$ cat src/rtl/core/mvpb_pkg.sv
// Shared types and constants for the matrix-vector projection with bias.
package mvpb_pkg;

    // Default sizes of the style and bias stores.
    localparam int MAX_STYLE_DEF = 256;
    localparam int MAX_OUT_DEF   = 1024;

    // Configuration register widths and port sizing.
    localparam int STYLE_LEN_W   = 9;
    localparam int OUT_LEN_W     = 11;
    localparam int CFG_DATA_W    = 11;
    localparam int CFG_INDEX_W   = 2;

    // Stream field widths.
    localparam int MODE_W        = 2;
    localparam int VALUE_W       = 16;
    localparam int RESULT_W      = 16;
    localparam int ROW_INDEX_W   = 10;
    localparam int IN_DATA_W     = 16;
    localparam int OUT_DATA_W    = 32;

    // Datapath widths: Q4.12 operands, Q8.24 products, Q24.24 sums.
    localparam int PROD_W        = 32;
    localparam int ACC_W         = 48;
    localparam int FRAC_W        = 12;

    // Request kinds carried in the slave tuser field.
    typedef enum logic [MODE_W-1:0] {
        MODE_STYLE  = 2'd0,
        MODE_BIAS   = 2'd1,
        MODE_WEIGHT = 2'd2
    } mode_t;

    // Configuration register indexes.
    typedef enum logic [CFG_INDEX_W-1:0] {
        CFG_STYLE_LEN   = 2'd0,
        CFG_OUT_LEN     = 2'd1,
        CFG_BIAS_ENABLE = 2'd2
    } cfg_index_t;

    // Control that travels with each weight request through the datapath.
    typedef struct packed {
        logic valid;
        logic first;
        logic row_end;
        logic last;
        logic use_bias;
    } mac_ctl_t;

endpackage

$ cat src/rtl/core/mvpb_mac.sv
// Multiply, accumulate, round and saturate, with the result output register.
module mvpb_mac #(
    parameter int RW = 10
) (
    input  logic                                    clk,
    input  logic                                    rst_n,
    input  mvpb_pkg::mac_ctl_t                      ctl_in,
    input  logic [RW-1:0]                           row_in,
    input  logic signed [mvpb_pkg::VALUE_W-1:0]     value_in,
    input  logic signed [mvpb_pkg::VALUE_W-1:0]     style_q,
    input  logic signed [mvpb_pkg::VALUE_W-1:0]     bias_q,
    input  logic                                    out_ready,
    output logic                                    advance,
    output logic                                    out_valid,
    output logic signed [mvpb_pkg::RESULT_W-1:0]    out_result,
    output logic [mvpb_pkg::ROW_INDEX_W-1:0]        out_row,
    output logic                                    out_last
);
    import mvpb_pkg::*;

    localparam int QW = ACC_W - FRAC_W;

    mac_ctl_t                  s1_ctl_reg, s2_ctl_reg, s3_ctl_reg;
    logic [RW-1:0]             s1_row_reg, s2_row_reg, s3_row_reg;
    logic signed [VALUE_W-1:0] s1_value_reg;
    logic signed [PROD_W-1:0]  s2_prod_reg;
    logic signed [VALUE_W-1:0] s2_bias_reg;
    logic signed [ACC_W-1:0]   acc_reg, acc_next, acc_start;
    logic signed [ACC_W-1:0]   rounded;
    logic signed [QW-1:0]      quot;
    logic signed [RESULT_W-1:0] sat;
    logic                      out_valid_reg;
    logic signed [RESULT_W-1:0] out_result_reg;
    logic [ROW_INDEX_W-1:0]    out_row_reg;
    logic                      out_last_reg;

    // The whole pipeline moves unless a result waits in the output register.
    assign advance = !out_valid_reg || out_ready;

    // Control pipeline.
    always_ff @(posedge clk or negedge rst_n)
    begin
        if (!rst_n)
        begin
            s1_ctl_reg    <= '0;
            s2_ctl_reg    <= '0;
            s3_ctl_reg    <= '0;
            out_valid_reg <= 1'b0;
        end
        else if (advance)
        begin
            s1_ctl_reg    <= ctl_in;
            s2_ctl_reg    <= s1_ctl_reg;
            s3_ctl_reg    <= s2_ctl_reg;
            out_valid_reg <= s3_ctl_reg.valid && s3_ctl_reg.row_end;
        end
    end

    // Accumulator: a row's first weight starts from the bias or from zero.
    always_comb
    begin
        acc_start = s2_ctl_reg.use_bias ? (ACC_W'(s2_bias_reg) <<< FRAC_W) : '0;
        acc_next  = s2_ctl_reg.first ? acc_start + ACC_W'(s2_prod_reg)
                                     : acc_reg + ACC_W'(s2_prod_reg);
    end

    // Round half up to Q4.12, then saturate to 16 bits.
    always_comb
    begin
        rounded = acc_reg + ACC_W'(2048);
        quot    = QW'(rounded >>> FRAC_W);
        if (quot > QW'(32767))
            sat = RESULT_W'(32767);
        else if (quot < -QW'(32768))
            sat = RESULT_W'(-32768);
        else
            sat = RESULT_W'(quot);
    end

    // Datapath registers.
    always_ff @(posedge clk)
    begin
        if (advance)
        begin
            s1_row_reg   <= row_in;
            s1_value_reg <= value_in;
            s2_row_reg   <= s1_row_reg;
            s2_prod_reg  <= s1_value_reg * style_q;
            s2_bias_reg  <= bias_q;
            s3_row_reg   <= s2_row_reg;
            if (s2_ctl_reg.valid)
                acc_reg <= acc_next;
            out_result_reg <= sat;
            out_row_reg    <= ROW_INDEX_W'(s3_row_reg);
            out_last_reg   <= s3_ctl_reg.last;
        end
    end

    assign out_valid  = out_valid_reg;
    assign out_result = out_result_reg;
    assign out_row    = out_row_reg;
    assign out_last   = out_last_reg;

endmodule

$ cat config.mk
export PLATFORM = sky130hd
export DESIGN_NAME = mvpb_mac
export DESIGN_NICKNAME = d
export VERILOG_FILES = /design/src/rtl/core/mvpb_pkg.sv /design/src/rtl/core/mvpb_mac.sv
export SDC_FILE = /design/constraint.sdc
export NUM_CORES = 1
export LEC_CHECK = 0
export ABC_CLOCK_PERIOD_IN_PS = 9500
export CORE_ASPECT_RATIO = 1.25
export CORE_MARGIN = 3
export CORE_UTILIZATION = 55
export DETAILED_ROUTE_END_ITERATION = 10
export DONT_BUFFER_PORTS = 1
export PLACE_DENSITY = 0.7
export SKIP_LAST_GASP = 1
export SYNTH_ARGS = -nofsm -noshare
export SYNTH_HDL_FRONTEND = slang
export SYNTH_SLANG_ARGS = --single-unit
$ cat constraint.sdc
create_clock -name clk -period 9.5 [get_ports clk]
set_clock_uncertainty 0.1 [all_clocks]
set_input_delay 1.9 -clock clk [delete_from_list [all_inputs] [get_ports clk]]
set_output_delay 1.9 -clock clk [all_outputs]
set_load 0.02 [all_outputs]
==> impl_metrics.json <==
{
  "synth.area.mux_share_pct": 0.917,
  "synth.yosys.seq_area_share_pct": 27.8,
  "synthAdderAreaFrac_pct": 35.3,
  "ant_nets": 0,
  "timing.rr.end": "s2_prod_reg[31]",
  "crit_start": "style_q[15]",
  "wl_per_cell_um": 17.3,
  "place_ws_ns": 0.909,
  "fin_ws_ns": 1.41,
  "r2r_slack_ns": 2.29,
  "drtIter0Drc": 762,
  "cp.arrival_ns": 8.19,
  "relSlewSlack_pct": 28.8,
  "critPathKind": "in -> reg",
  "cp.required_ns": 9.60,
  "crit_path_end_kind": "register",
  "io_pins": 95,
  "setup_viol_count_final": 0,
  "tightest_slew_ns": 1.06,
  "htree_levels": 4,
  "synth_area_sq_mm": 0.0195,
  "drc": 0,
  "synth.top_cells.by_area": "fa_1 27%, edfxtp_1 26%, ha_1 8.3%",
  "rsz0062_at_grt": "false",
  "synth_compound_area_share_pct": 9.14,
  "cts_root_buf": "clkbuf_16",
  "fin_crit_ns": 8.09,
  "drt_pass1_iterations": 5,
  "fin_nets": 2354,
  "initial_core_util_pct": 56.2,
  "nFillCells": 2969,
  "cap_violations": 0,
  "clk_latency_ns": 0.46,
  "gp_congestion": 0.898,
  "core_area_sq_mm": 0.0347,
  "synthCells": 1923,
  "die_area_sq_mm": 0.0378,
  "worst_r2r_path_depth": 22,
  "finalCritPeriodShare_pct": 85.1,
  "cts_sinks": 183,
  "cts_hold_buf": 0,
  "startpoint_type": "input port",
  "finalSetupTns_ns": 0,
  "r2r_start": "s1_value_reg[3]",
  "drt_wl_total_mm": 41.0,
  "yosys.area_share.simple_pct": 14.5,
  "syn_to_final_growth_pct": 4.88,
  "fin_hold_ws_ns": 0.319,
  "place_inst": 2344,
  "synth_area_per_cell_sq_um": 10.1,
  "instances_no_fill": 2376,
  "status": "complete, no violations",
  "ys_seq_elements": 183,
  "rows": 76,
  "cts_resized": 0,
  "antenna_found_initial": 0,
  "critical_path.max_fanout": 13,
  "synth_top_family_by_area": "adder cells",
  "grt_pass1_vias": 14000,
  "min_path_cells": 0,
  "grt.overflow.total": 0,
  "grt_use_total_pct": 23.0,
  "cts_buffers": 17,
  "clock_path_buffers": 2,
  "netlist-cell-type-count": 80,
  "clkTransAtPathRegs_ns": 0.07,
  "diodes": 0,
  "fmax_ghz": 0.124,
  "largest_register_ffs": 48,
  "yosys_warnings": 0,
  "hp-class": "reg -> reg",
  "grt_pass1_wl_mm": 69.3,
  "async_flop_share_pct": 7.65,
  "syn-num-nets": 2382,
  "die_height_um": 217,
  "drv_slew": 0,
  "vias_per_cell": 5.50,
  "hold_violations": 0,
  "synth_edf_count": 169,
  "hp-start": "s2_row_reg[2]",
  "vias": 13100,
  "die_x_um": 174,
  "grt_max_degree": 63,
  "synthXorXnorAreaFrac_pct": 4.17,
  "hold_path_end": "s3_row_reg[2]",
  "synth.top_cell.area_share_pct": 27.0,
  "yosysTopAreaCell": "fa_1",
  "dpl.hpwl_mm": 32.9,
  "synth-main-ff-cell": "edfxtp_1",
  "postCtsSetupBuffers": 0,
  "io_buffers": 0,
  "cts_tree": "built",
  "final_layout_size_suffix_gt1_share_pct": 4.66
}
per-layer routing:
metal / GRT usage [%] / share of wire (%)
met4: 8.26 / 2.8
met5: 0 / 0
met2: 39.8 / 50
met3: 3.87 / 5.2
met1: 29.2 / 42
through the flow:
stage | instance area (sq um) | utilization (%)
final | 20500 | 59.0
after global routing | 20500 | 59.0
after CTS | 20500 | 59.0
after detailed placement | 19900 | 57.4
after floorplan | 19500 | -
after global placement | 19900 | 57.4
worst max path at each step:
stage | endpoint | slack [ns] | cells after the start
3_5_place_dp | s2_prod_reg[29] | 0.91 | 21
2_1_floorplan | s2_prod_reg[31] | 1.36 | 22
5_1_grt | s2_prod_reg[31] | 1.01 | 21
3_3_place_gp | s2_prod_reg[31] | 1.03 | 21
6_report | s2_prod_reg[31] | 1.41 | 21
4_1_cts | s2_prod_reg[29] | 1.41 | 21
cell families after synthesis:
family,count (synthesis)
simple gates,561
buf+inv,410
fa+ha+maj,393
compound gates,267
flops,183
xor+xnor,93
mux,16
synth_stat cells, types with 4 or more instances:
cell,count
clkbuf_1,45
nand4_1,15
a21o_1,25
nor2b_1,29
nand3_1,20
nor2_1,103
fa_1,263
ha_1,130
o21ai_0,56
and4_1,4
nor4_1,8
o31ai_1,5
nor3_1,14
nand2b_1,16
o211ai_1,4
and2_1,134
xor2_1,20
or2_2,5
o21bai_1,9
and3_1,14
o21a_1,22
mux2_2,15
o21ai_2,11
nand2_1,180
edfxtp_1,169
a211oi_1,10
o31a_1,4
a211o_1,4
xnor2_1,73
dfrtp_1,14
inv_1,355
a21oi_1,71
a31oi_1,9
cells in the final DEF (no fill, tap or decap), types with 15 or more instances in the layout:
master / instances
fa_1: 263
nor2b_1: 29
inv_1: 355
mux2_2: 15
nand4_1: 15
ha_1: 130
o21a_1: 22
a21o_1: 25
o21ai_0: 56
nand2_1: 180
nor2_1: 103
and2_1: 133
xor2_1: 20
edfxtp_1: 169
a21oi_1: 71
nand2b_1: 15
clkbuf_16: 17
xnor2_1: 73
nand3_1: 20
critical path, stage by stage:
cell,delay [ns]
inv_1,0.36
nor2_1,0.14
fa_1,0.53
fa_1,0.52
fa_1,0.52
fa_1,0.52
fa_1,0.55
inv_1,0.06
fa_1,0.52
inv_1,0.04
ha_1,0.34
and3_1,0.21
a221oi_1,0.34
o21ai_0,0.21
a2111oi_4,0.42
o21ai_0,0.20
a41o_1,0.31
o21ai_0,0.15
nand2_1,0.07
a21oi_1,0.17
xnor2_1,0.09
layout make-up:
class	count	area (sq um)	area share, %
Clock buffer	18	429	2.10
Inverter	355	1330	6.51
Multi-Input combinational cell	1330	12500	61.1
Tap cell	468	586	2.86
Sequential cell	183	5430	26.5
Timing Repair Buffer	8	60.1	0.293
Clock inverter	14	124	0.605
Power is left out: the tool's default activity adds up to more than one toggle a clock period on the data nets, which glitch-free logic cannot reach.
