--- config.mk ---
export PLATFORM = sky130hd
export DESIGN_NAME = mvpb_seq
export DESIGN_NICKNAME = d
export VERILOG_FILES = /design/src/rtl/core/mvpb_pkg.sv /design/src/rtl/core/mvpb_seq.sv
export SDC_FILE = /design/constraint.sdc
export NUM_CORES = 1
export LEC_CHECK = 0
export ABC_CLOCK_PERIOD_IN_PS = 8000
export BUFFER_PORTS_ARGS = -buffer_cell sky130_fd_sc_hd__buf_2
export CAP_MARGIN = 15
export CORE_MARGIN = 5
export CORE_UTILIZATION = 59
export CTS_CLUSTER_DIAMETER = 150
export DETAILED_ROUTE_END_ITERATION = 6
export GPL_TIMING_DRIVEN = 0
export HOLD_SLACK_MARGIN = 0.05
export PLACE_DENSITY = 0.89
export SLEW_MARGIN = 30
export SYNTH_ARGS = -nofsm -noshare
export SYNTH_HDL_FRONTEND = slang
export SYNTH_SLANG_ARGS = --single-unit
--- constraint.sdc ---
create_clock -name clk -period 8 [get_ports clk]
set_input_delay 2.4 -clock clk [delete_from_list [all_inputs] [get_ports clk]]
set_output_delay 2.4 -clock clk [all_outputs]
set_load 0.02 [all_outputs]
--- src/rtl/core/mvpb_pkg.sv ---
// Shared types and constants for the matrix-vector projection with bias.
package mvpb_pkg;

    // Default sizes of the style and bias stores.
    localparam int MAX_STYLE_DEF = 256;
    localparam int MAX_OUT_DEF   = 1024;

    // Configuration register widths and port sizing.
    localparam int STYLE_LEN_W   = 9;
    localparam int OUT_LEN_W     = 11;
    localparam int CFG_DATA_W    = 11;
    localparam int CFG_INDEX_W   = 2;

    // Stream field widths.
    localparam int MODE_W        = 2;
    localparam int VALUE_W       = 16;
    localparam int RESULT_W      = 16;
    localparam int ROW_INDEX_W   = 10;
    localparam int IN_DATA_W     = 16;
    localparam int OUT_DATA_W    = 32;

    // Datapath widths: Q4.12 operands, Q8.24 products, Q24.24 sums.
    localparam int PROD_W        = 32;
    localparam int ACC_W         = 48;
    localparam int FRAC_W        = 12;

    // Request kinds carried in the slave tuser field.
    typedef enum logic [MODE_W-1:0] {
        MODE_STYLE  = 2'd0,
        MODE_BIAS   = 2'd1,
        MODE_WEIGHT = 2'd2
    } mode_t;

    // Configuration register indexes.
    typedef enum logic [CFG_INDEX_W-1:0] {
        CFG_STYLE_LEN   = 2'd0,
        CFG_OUT_LEN     = 2'd1,
        CFG_BIAS_ENABLE = 2'd2
    } cfg_index_t;

    // Control that travels with each weight request through the datapath.
    typedef struct packed {
        logic valid;
        logic first;
        logic row_end;
        logic last;
        logic use_bias;
    } mac_ctl_t;

endpackage

--- src/rtl/core/mvpb_seq.sv ---
// Configuration registers, load and weight position counters, store addressing.
module mvpb_seq #(
    parameter int MAX_STYLE = mvpb_pkg::MAX_STYLE_DEF,
    parameter int MAX_OUT   = mvpb_pkg::MAX_OUT_DEF,
    parameter int SW        = (MAX_STYLE > 1) ? $clog2(MAX_STYLE) : 1,
    parameter int RW        = (MAX_OUT > 1) ? $clog2(MAX_OUT) : 1
) (
    input  logic                               clk,
    input  logic                               rst_n,
    input  logic                               cfg_we,
    input  logic [mvpb_pkg::CFG_INDEX_W-1:0]   cfg_index,
    input  logic [mvpb_pkg::CFG_DATA_W-1:0]    cfg_data,
    input  logic                               accept,
    input  logic [mvpb_pkg::MODE_W-1:0]        mode,
    output logic                               style_we,
    output logic [SW-1:0]                      style_waddr,
    output logic [SW-1:0]                      style_raddr,
    output logic                               bias_we,
    output logic [RW-1:0]                      bias_waddr,
    output logic [RW-1:0]                      bias_raddr,
    output mvpb_pkg::mac_ctl_t                 ctl,
    output logic [RW-1:0]                      row
);
    import mvpb_pkg::*;

    localparam int SLW = $clog2(MAX_STYLE + 1);
    localparam int OLW = $clog2(MAX_OUT + 1);

    logic [STYLE_LEN_W-1:0] style_len_reg;
    logic [OUT_LEN_W-1:0]   out_len_reg;
    logic                   bias_enable_reg;

    logic [SW-1:0] style_pos_reg, style_pos_next, style_pos_eff;
    logic [RW-1:0] bias_pos_reg, bias_pos_next, bias_pos_eff;
    logic [SW-1:0] col_reg, col_next, col_eff;
    logic [RW-1:0] row_reg, row_next, row_eff;

    logic [SLW-1:0] slen;
    logic [OLW-1:0] olen;
    logic           row_end;
    logic           is_last;
    logic           is_style;
    logic           is_bias;
    logic           is_weight;

    // Configuration writes.
    always_ff @(posedge clk or negedge rst_n)
    begin
        if (!rst_n)
        begin
            style_len_reg   <= STYLE_LEN_W'(256);
            out_len_reg     <= OUT_LEN_W'(1024);
            bias_enable_reg <= 1'b0;
        end
        else if (cfg_we)
        begin
            unique case (cfg_index_t'(cfg_index))
                CFG_STYLE_LEN:   style_len_reg   <= cfg_data[STYLE_LEN_W-1:0];
                CFG_OUT_LEN:     out_len_reg     <= cfg_data[OUT_LEN_W-1:0];
                CFG_BIAS_ENABLE: bias_enable_reg <= cfg_data[0];
                default:         ;
            endcase
        end
    end

    // Effective lengths, clamped to [1, store depth].
    always_comb
    begin
        if (style_len_reg == '0)
            slen = SLW'(1);
        else if (32'(style_len_reg) > MAX_STYLE)
            slen = SLW'(MAX_STYLE);
        else
            slen = SLW'(style_len_reg);

        if (out_len_reg == '0)
            olen = OLW'(1);
        else if (32'(out_len_reg) > MAX_OUT)
            olen = OLW'(MAX_OUT);
        else
            olen = OLW'(out_len_reg);
    end

    // Decode the request kind.
    always_comb
    begin
        is_style  = 1'b0;
        is_bias   = 1'b0;
        is_weight = 1'b0;
        unique case (mode)
            MODE_STYLE:  is_style  = 1'b1;
            MODE_BIAS:   is_bias   = 1'b1;
            MODE_WEIGHT: is_weight = 1'b1;
            default:     ;
        endcase
    end

    // Positions that lie beyond a shrunk length count as zero.
    always_comb
    begin
        style_pos_eff = (32'(style_pos_reg) >= 32'(slen)) ? '0 : style_pos_reg;
        bias_pos_eff  = (32'(bias_pos_reg) >= 32'(olen)) ? '0 : bias_pos_reg;
        col_eff       = (32'(col_reg) >= 32'(slen)) ? '0 : col_reg;
        row_eff       = (32'(row_reg) >= 32'(olen)) ? '0 : row_reg;
        row_end       = (32'(col_eff) + 1 >= 32'(slen));
        is_last       = (32'(row_eff) + 1 >= 32'(olen));
    end

    // Next positions for each kind of request.
    always_comb
    begin
        style_pos_next = style_pos_reg;
        bias_pos_next  = bias_pos_reg;
        col_next       = col_reg;
        row_next       = row_reg;
        if (accept && is_style)
            style_pos_next = (32'(style_pos_eff) + 1 >= 32'(slen)) ? '0
                           : SW'(32'(style_pos_eff) + 1);
        if (accept && is_bias)
            bias_pos_next = (32'(bias_pos_eff) + 1 >= 32'(olen)) ? '0
                          : RW'(32'(bias_pos_eff) + 1);
        if (accept && is_weight)
        begin
            if (row_end)
            begin
                col_next = '0;
                row_next = is_last ? '0 : RW'(32'(row_eff) + 1);
            end
            else
            begin
                col_next = SW'(32'(col_eff) + 1);
                row_next = row_eff;
            end
        end
    end

    always_ff @(posedge clk or negedge rst_n)
    begin
        if (!rst_n)
        begin
            style_pos_reg <= '0;
            bias_pos_reg  <= '0;
            col_reg       <= '0;
            row_reg       <= '0;
        end
        else
        begin
            style_pos_reg <= style_pos_next;
            bias_pos_reg  <= bias_pos_next;
            col_reg       <= col_next;
            row_reg       <= row_next;
        end
    end

    // Store addressing and the control word for the accepted weight.
    assign style_we    = accept && is_style;
    assign style_waddr = style_pos_eff;
    assign style_raddr = col_eff;
    assign bias_we     = accept && is_bias;
    assign bias_waddr  = bias_pos_eff;
    assign bias_raddr  = row_eff;
    assign row         = row_eff;

    always_comb
    begin
        ctl.valid    = accept && is_weight;
        ctl.first    = (col_eff == '0);
        ctl.row_end  = row_end;
        ctl.last     = is_last;
        ctl.use_bias = bias_enable_reg;
    end

endmodule

==> results by group, run 1 <==
Synthesis
  • EDFF count, synth: 0
  • #FFs+latches synth: 57
  • Ys Warns: 0
  • Synth area leader: dfrtp_1
  • Syn_area_per_cell: 8.791 um^2
  • Mapped Nets: 712
  • Async set or reset register ratio after synthesis: 100.0%
  • Cells after Synth: 612
  • Sequential area share after synthesis: 26.56%
  • Yosys top cell area share: 25.58%
  • Synthesized cell area: 0.005380 mm^2
  • Top FF cell, synth: dfrtp_1
  • Top post-synthesis cells by area: dfrtp_1 26%, ha_1 19%, mux2_2 4.4%, nand2_1 4.4%, xnor2_1 3.3%
  • Netlist cell types: 67

Power and ir drop
  • P_leak: 3.010 nW
  • Pwr Total: 2.051 mW
  • Maximum VDD drop: 188.7 uV
  • Power Density: 333.7 mW/mm^2

Global routing
  • Largest net degree at the start of global routing: 58
  • Initial antenna violation count: 0
  • First-pass GRT wire length: 23120 um
  • Vias in the first global route: 4909
  • Total gr overflow: 0
  • Global-route usage over all layers: 24.93%

Floorplan
  • Die Y: 105.5 um
  • Core Box Area: 0.008806 mm^2
  • Starting Density: 61.10%
  • FP Rows: 34
  • Die area: 0.01113 mm^2
  • Die width: 105.5 um
  • # IOs: 72

Route
  • Drt via density: 6.338
  • Drt total wl: 14210 um
  • WL/cell: 17.55 um
  • Met1 wire length: 6030 um
  • Met3 WL: 980 um
  • DRC violations left: 0
  • Antenna-violating nets left: 0
  • First-pass DRT Iterations: 5
  • Top routing layer used: met4
  • Detailed router's first-iteration violation count: 312
  • Metal2 WL: 6685 um
  • Detailed-route via count: 5134

Critical path
  • Worst path required time: 5600 ps
  • Length in cells of the worst reg-to-reg path: 23
  • Reg2Reg Setup Slack: 2260 ps
  • Critical path launch point type: register
  • Critical path class: reg2out
  • FF-to-FF End: bias_pos_reg[8]
  • Arrival time at the worst endpoint: 5320 ps
  • Crit end category: output pin
  • Crit-path max FO: 10
  • R2R Path Start: out_len_reg[0]

Placed design
  • Pre-CTS setup slack: 223.6 ps
  • Inst Count DP: 791
  • Placed cell areas: 0.005873 mm^2
  • Placer Congestion: 0.9329
  • Number of port buffers: 71
  • HPWL Detailed: 10780 um

STA
  • Upper clock frequency limit: 0.1296 GHz
  • Crit share post-route: 96.46%
  • PnR worst setup slack: 283.4 ps
  • Worst slew pin tran: 746.4 ps
  • Fin crit period: 7717 ps
  • Final setup violation count: 0
  • Worst Skew: 6.359 ps
  • Hold Violations, Final: 0
  • Slew Limit Headroom: 50.24%
  • Max Transition Viols Final: 0

Hold path
  • Worst Hold Class: reg2reg
  • Worst Hold Launch: bias_enable_reg
  • Worst Hold End: bias_enable_reg
  • WHS Path Cells: 1

Final layout
  • Layout cells sized above 1: 23.22%
  • Fin cells: 810
  • Final core occ: 69.79%
  • NumNets Final: 798
  • Commonest non-fill, non-tap cell in the layout: ha_1
  • Largest register FFs: 11
  • Design area: 0.006146 mm^2
  • Most frequent cells in the layout: 81 x ha_1, 78 x buf_2, 60 x nand2_1, 55 x dfrtp_1, 37 x nor2_1
  • Layout area overhead: 14.23%
  • Diode count: 0

Clock tree
  • H-tree Lvls: 3
  • Deepest clock path buffer count: 2
  • Reg clk slew, reported paths: 70 ps
  • CTS tree: built
  • Clk Latency, worst-skew pair: 350 ps
  • Total CTS buffers: 9
  • CTS sink cnt: 57
  • Clock root buffer: clkbuf_8
  • Post-CTS Hold Buffers: 0

Status
  • Status: finished, final reports clean

Flow run
  • Max_cap viols: 0
## worst max path at each step
stage,start,to,slack [ps],cells past startpoint
6_report,style_len_reg[5],ctl[2],280,23
5_1_grt,out_len_reg[0],ctl[1],-30,26
4_1_cts,out_len_reg[10],ctl[1],30,26
3_5_place_dp,out_len_reg[10],ctl[1],220,26
3_3_place_gp,out_len_reg[10],ctl[1],380,25
2_1_floorplan,out_len_reg[10],ctl[1],1030,23
## critical path, cell delays in order (launching register included)
cell and delay [ps]:
dfrtp_1 400, nor4_1 330, a21oi_1 130, nor2_2 260, ha_1 290, nand2b_1 140
a211oi_1 270, o211a_1 250, or3_1 110, buf_2 180, nand2_1 100, inv_1 130
ha_1 250, nand2_1 100, nor2b_1 290, xnor2_1 160, nor2_1 90, ha_1 330
o2111ai_1 120, o21a_1 240, or2_2 330, inv_2 170, buf_4 140, buf_2 150
## metal layers
metal  GRT usage [%]  vias to the layer above
li1                -                     2401
met1           32.56                     2441
met2           39.89                      241
met3           3.790                       51
met4           13.41                        0
met5               0                        -
## area by class of cell
type                    count  area, um^2
inverters                  30       115.1
multi-input cells         492        3700
clock inverters             2       12.51
well taps                 108       135.1
clock buffers              13       168.9
fillers                   638        2660
repair buffers             76       395.4
flip-flops and latches     57        1429
plain buffers              32       190.2
## cell families after synthesis
family | count (synthesis) | synth area share [%]
AOI/OAI and AO/OA | 128 | 17.47
xor gates and xnor gates | 27 | 4.395
adders and majority gates | 81 | 18.84
buffers and inverters | 63 | 5.558
DFF | 57 | 26.56
muxes | 21 | 4.395
and+or+nand+nor | 235 | 22.79
## what timing repair did
item,CTS,global route
setup endpoints to repair,1,2
pin swaps,0,2
buffers inserted,0,5
resized for setup,4,14
## synthesized netlist by cell type, drive strengths merged, types with 8 or more instances
library cell,n
and3,10
mux2,21
nor3,20
inv,28
nand4,13
a22o,8
o211ai,11
nor2,40
buf,24
nand3,14
and2,25
a21oi,24
or3,9
nand2,63
nand2b,11
ha,81
a211oi,8
a21o,9
xnor2,20
o21ai,15
dfrtp,55
clkbuf,9
nor2b,11
## through the flow
step,hold slack (ps),setup TNS (ps)
2_1_floorplan,480.6,0
3_5_place_dp,500.9,0
5_1_grt,545.4,-28.35
6_report,514.4,0
4_1_cts,518.2,0
3_3_place_gp,493.8,0
## where the power goes
group / internal, mW / switching (mW) / total (mW)
clock network: 0.136 / 0.125 / 0.261
logic: 0.555 / 0.771 / 1.33
registers: 0.360 / 0.104 / 0.465
total: 1.05 / 1.00 / 2.05
Note: power is estimated with default switching activity, not from simulation.
==> inputs of run 2 (changes only) <==
==> constraint.sdc (replaced) <==
create_clock -name clk -period 8 [get_ports clk]
set_input_delay 1.6 -clock clk [delete_from_list [all_inputs] [get_ports clk]]
set_output_delay 1.6 -clock clk [all_outputs]
set_load 0.02 [all_outputs]
==> run 2 against run 1 <==
Sequential share of layout area grew 0.33 points. Non-clock buffer count is 4 lower. Sequential cell count is the same. Cell area is 1.4% lower. Clock skew rose by 2.0 ps. Count of clock-buffer cells in the layout unchanged. Critical path depth increased by 3. Clock power about the same. Critical path type unchanged. Largest power group unchanged.
==> results by group, run 2 (synthesized netlist as in run 1, its figures left out) <==
Global routing
  • Met3 Track Usage GR: 3.790% (unchanged)
  • Largest net degree at the start of global routing: 58 (unchanged)
  • Vias in the first global route: 4911 (+0.041%)
  • Total gr overflow: 0 (unchanged)
  • GRT met2 Usage: 39.98% (+0.091 points)
  • First-pass GRT wire length: 23120 um (about the same)
  • Initial antenna violation count: 0 (unchanged)
  • Global-route usage over all layers: 24.93% (unchanged)
  • GR Layer Usage met1: 32.48% (-0.077 points)
  • Most Crowded Layer GR: met2

Final layout
  • Filler cells: 652 (+2.2%)
  • Layout area overhead: 12.63%
  • Area occupied by multi-input gates: 0.003657 mm^2 (-1.1%)
  • Largest register FFs: 11 (unchanged)
  • Final core occ: 68.81% (-0.98 points)
  • Diode count: 0 (unchanged)
  • Fin cells: 806 (-0.49%)
  • NumNets Final: 794 (-0.50%)
  • Most frequent cells in the layout: 81 x buf_2, 81 x ha_1, 63 x nand2_1, 55 x dfrtp_1, 39 x nor2_1
  • Reg area: 0.001429 mm^2 (unchanged)
  • Layout cells sized above 1: 21.06% (-2.2 points)

Route
  • DRC violations left: 0 (unchanged)
  • First-pass DRT Iterations: 6 (+1)
  • Detailed router's first-iteration violation count: 313 (+0.32%)
  • WL/cell: 17.45 um (-0.54%)
  • Antenna-violating nets left: 0 (unchanged)
  • Detailed-route via count: 5077 (-1.1%)
  • Drt via density: 6.299 (-0.62%)
  • Drt total wl: 14070 um (-1.0%)

Hold path
  • Worst Hold Class: reg2reg
  • WHS Path Cells: 1 (unchanged)

Clock tree
  • Reg clk slew, reported paths: 60 ps (about the same)
  • CTS tree: built
  • Post-CTS Hold Buffers: 0 (unchanged)
  • Post-cts gate resize count: 0 (-4)
  • Total CTS buffers: 9 (unchanged)
  • CTS sink cnt: 57 (unchanged)
  • H-tree Lvls: 3 (unchanged)
  • Deepest clock path buffer count: 2 (unchanged)
  • Setup Fix Bufs, Post-CTS: 0 (unchanged)
  • Clk Latency, worst-skew pair: 350 ps (about the same)
  • Clock root buffer: clkbuf_8

STA
  • Crit share post-route: 93.59% (-2.9 points)
  • Final setup violation count: 0 (unchanged)
  • Hold Violations, Final: 0 (unchanged)
  • Worst slew pin tran: 752.2 ps (+5.790 ps)
  • Worst Skew: 8.321 ps (+1.962 ps)
  • Fin crit period: 7487 ps (-229.2 ps)
  • Setup_tns: 0 ps (unchanged)
  • Unrepaired setup endpoints after global routing: no
  • Upper clock frequency limit: 0.1336 GHz (+3.1%)
  • Max Transition Viols Final: 0 (unchanged)
  • Slew Limit Headroom: 49.85% (-0.39 points)

Floorplan
  • Die width: 105.5 um (unchanged)
  • Die Y: 105.5 um (unchanged)
  • FP Rows: 34 (unchanged)
  • Starting Density: 61.10% (unchanged)
  • Die area: 0.01113 mm^2 (unchanged)
  • Core Box Area: 0.008806 mm^2 (unchanged)
  • # IOs: 72 (unchanged)

Power and ir drop
  • P_leak: 2.976 nW (-1.2%)
  • Flop pwr share: 22.8% (+0.2 points)
  • Power Density: 332.1 mW/mm^2 (-0.48%)
  • Net Sw Frac: 48.90% (+0.14 points)
  • Maximum VDD drop: 189.6 uV (+0.46%)
  • Cell Int Power: 1.028 mW (-2.2%)
  • Power share of the clock group: 12.9% (+0.2 points)
  • NetSw: 0.9840 mW (-1.6%)
  • Combinational power share: 64.3% (-0.3 points)

Critical path
  • Crit end category: output pin
  • Critical path launch point type: register
  • Worst path required time: 6400 ps (+800 ps)
  • Arrival time at the worst endpoint: 5890 ps (+570 ps)
  • Critical path class: reg2out
  • Crit-path max FO: 11 (+1)
  • Length in cells of the worst reg-to-reg path: 22 (-4.3%)

Placed design
  • Number of port buffers: 71 (unchanged)
  • Inst Count DP: 791 (unchanged)
  • HPWL Detailed: 10780 um (unchanged)
  • Placer Congestion: 0.9329 (unchanged)

Status
  • Status: finished, final reports clean

Flow run
  • Max_cap viols: 0 (unchanged)
-- run 2: area by class of cell --
type / instances / share of cell area (%)
Buffer: 33 / 3.077
Tap cell: 108 / 2.230
Multi-Input combinational cell: 492 / 60.36
Timing Repair Buffer: 71 / 5.905
Clock inverter: 2 / 0.2065
Sequential cell: 57 / 23.58
Inverter: 30 / 1.858
Clock buffer: 13 / 2.788
-- run 2: power by group through the flow --
stage               clock network, mW  registers, mW  logic, mW
finish                          0.260          0.459       1.29
global placement                    0          0.453       1.20
detailed placement                  0          0.459       1.27
CTS                             0.261          0.455       1.29
global route                    0.274          0.470       1.43
floorplan                           0          0.430      0.947
-- run 2: worst paths after layout --
path / from / endpoint / slack (ps)
worst max-delay path: out_len_reg[10] / ctl[1] / 510
worst min-delay path: style_len_reg[0] / style_len_reg[0] / 510
worst max register to register: style_len_reg[8] / style_pos_reg[6] / 2160
worst min register to register: style_len_reg[0] / style_len_reg[0] / 510
max in group asynchronous: rst_n / row_reg[1] / 6180
min in group asynchronous: rst_n / bias_pos_reg[4] / 1320
-- run 2: metrics by stage --
stage                     power, mW  setup WS [ps]  hold WS [ps]  area, um^2
after floorplan               1.377           1828         480.6        5380
after global placement        1.655           1180         493.8        5871
after detailed placement      1.731           1024         500.9        5873
after CTS                     2.002          626.8         518.2        6055
after global routing          2.176          65.58         545.4        6060
final                         2.012          512.6         514.0        6060
-- run 2: layer usage --
| layer | wire length [um] | up-vias |
|---|---|---|
| met1 | 6061 | 2411 |
| met4 | 461 | 0 |
| met2 | 6600 | 234 |
| li1 | - | 2388 |
| met5 | 0 | - |
| met3 | 942 | 44 |
-- run 2: worst max-delay path, cell delays in order (launching register included) --
cell and delay (ps):
dfstp_2 630, clkinv_1 290, nand2_1 290, ha_1 290, a21oi_1 170, o21ai_0 120
and2_1 170, buf_2 180, nor2_4 260, buf_2 270, and2_1 210, ha_1 230
nand3_1 170, inv_1 120, nand2_1 120, xnor2_1 150, nor3_1 170, ha_1 270
o21ai_0 230, nand2b_1 110, a21oi_1 180, a21o_1 100, buf_2 210, buf_2 270
inv_1 60, buf_4 120, buf_2 150
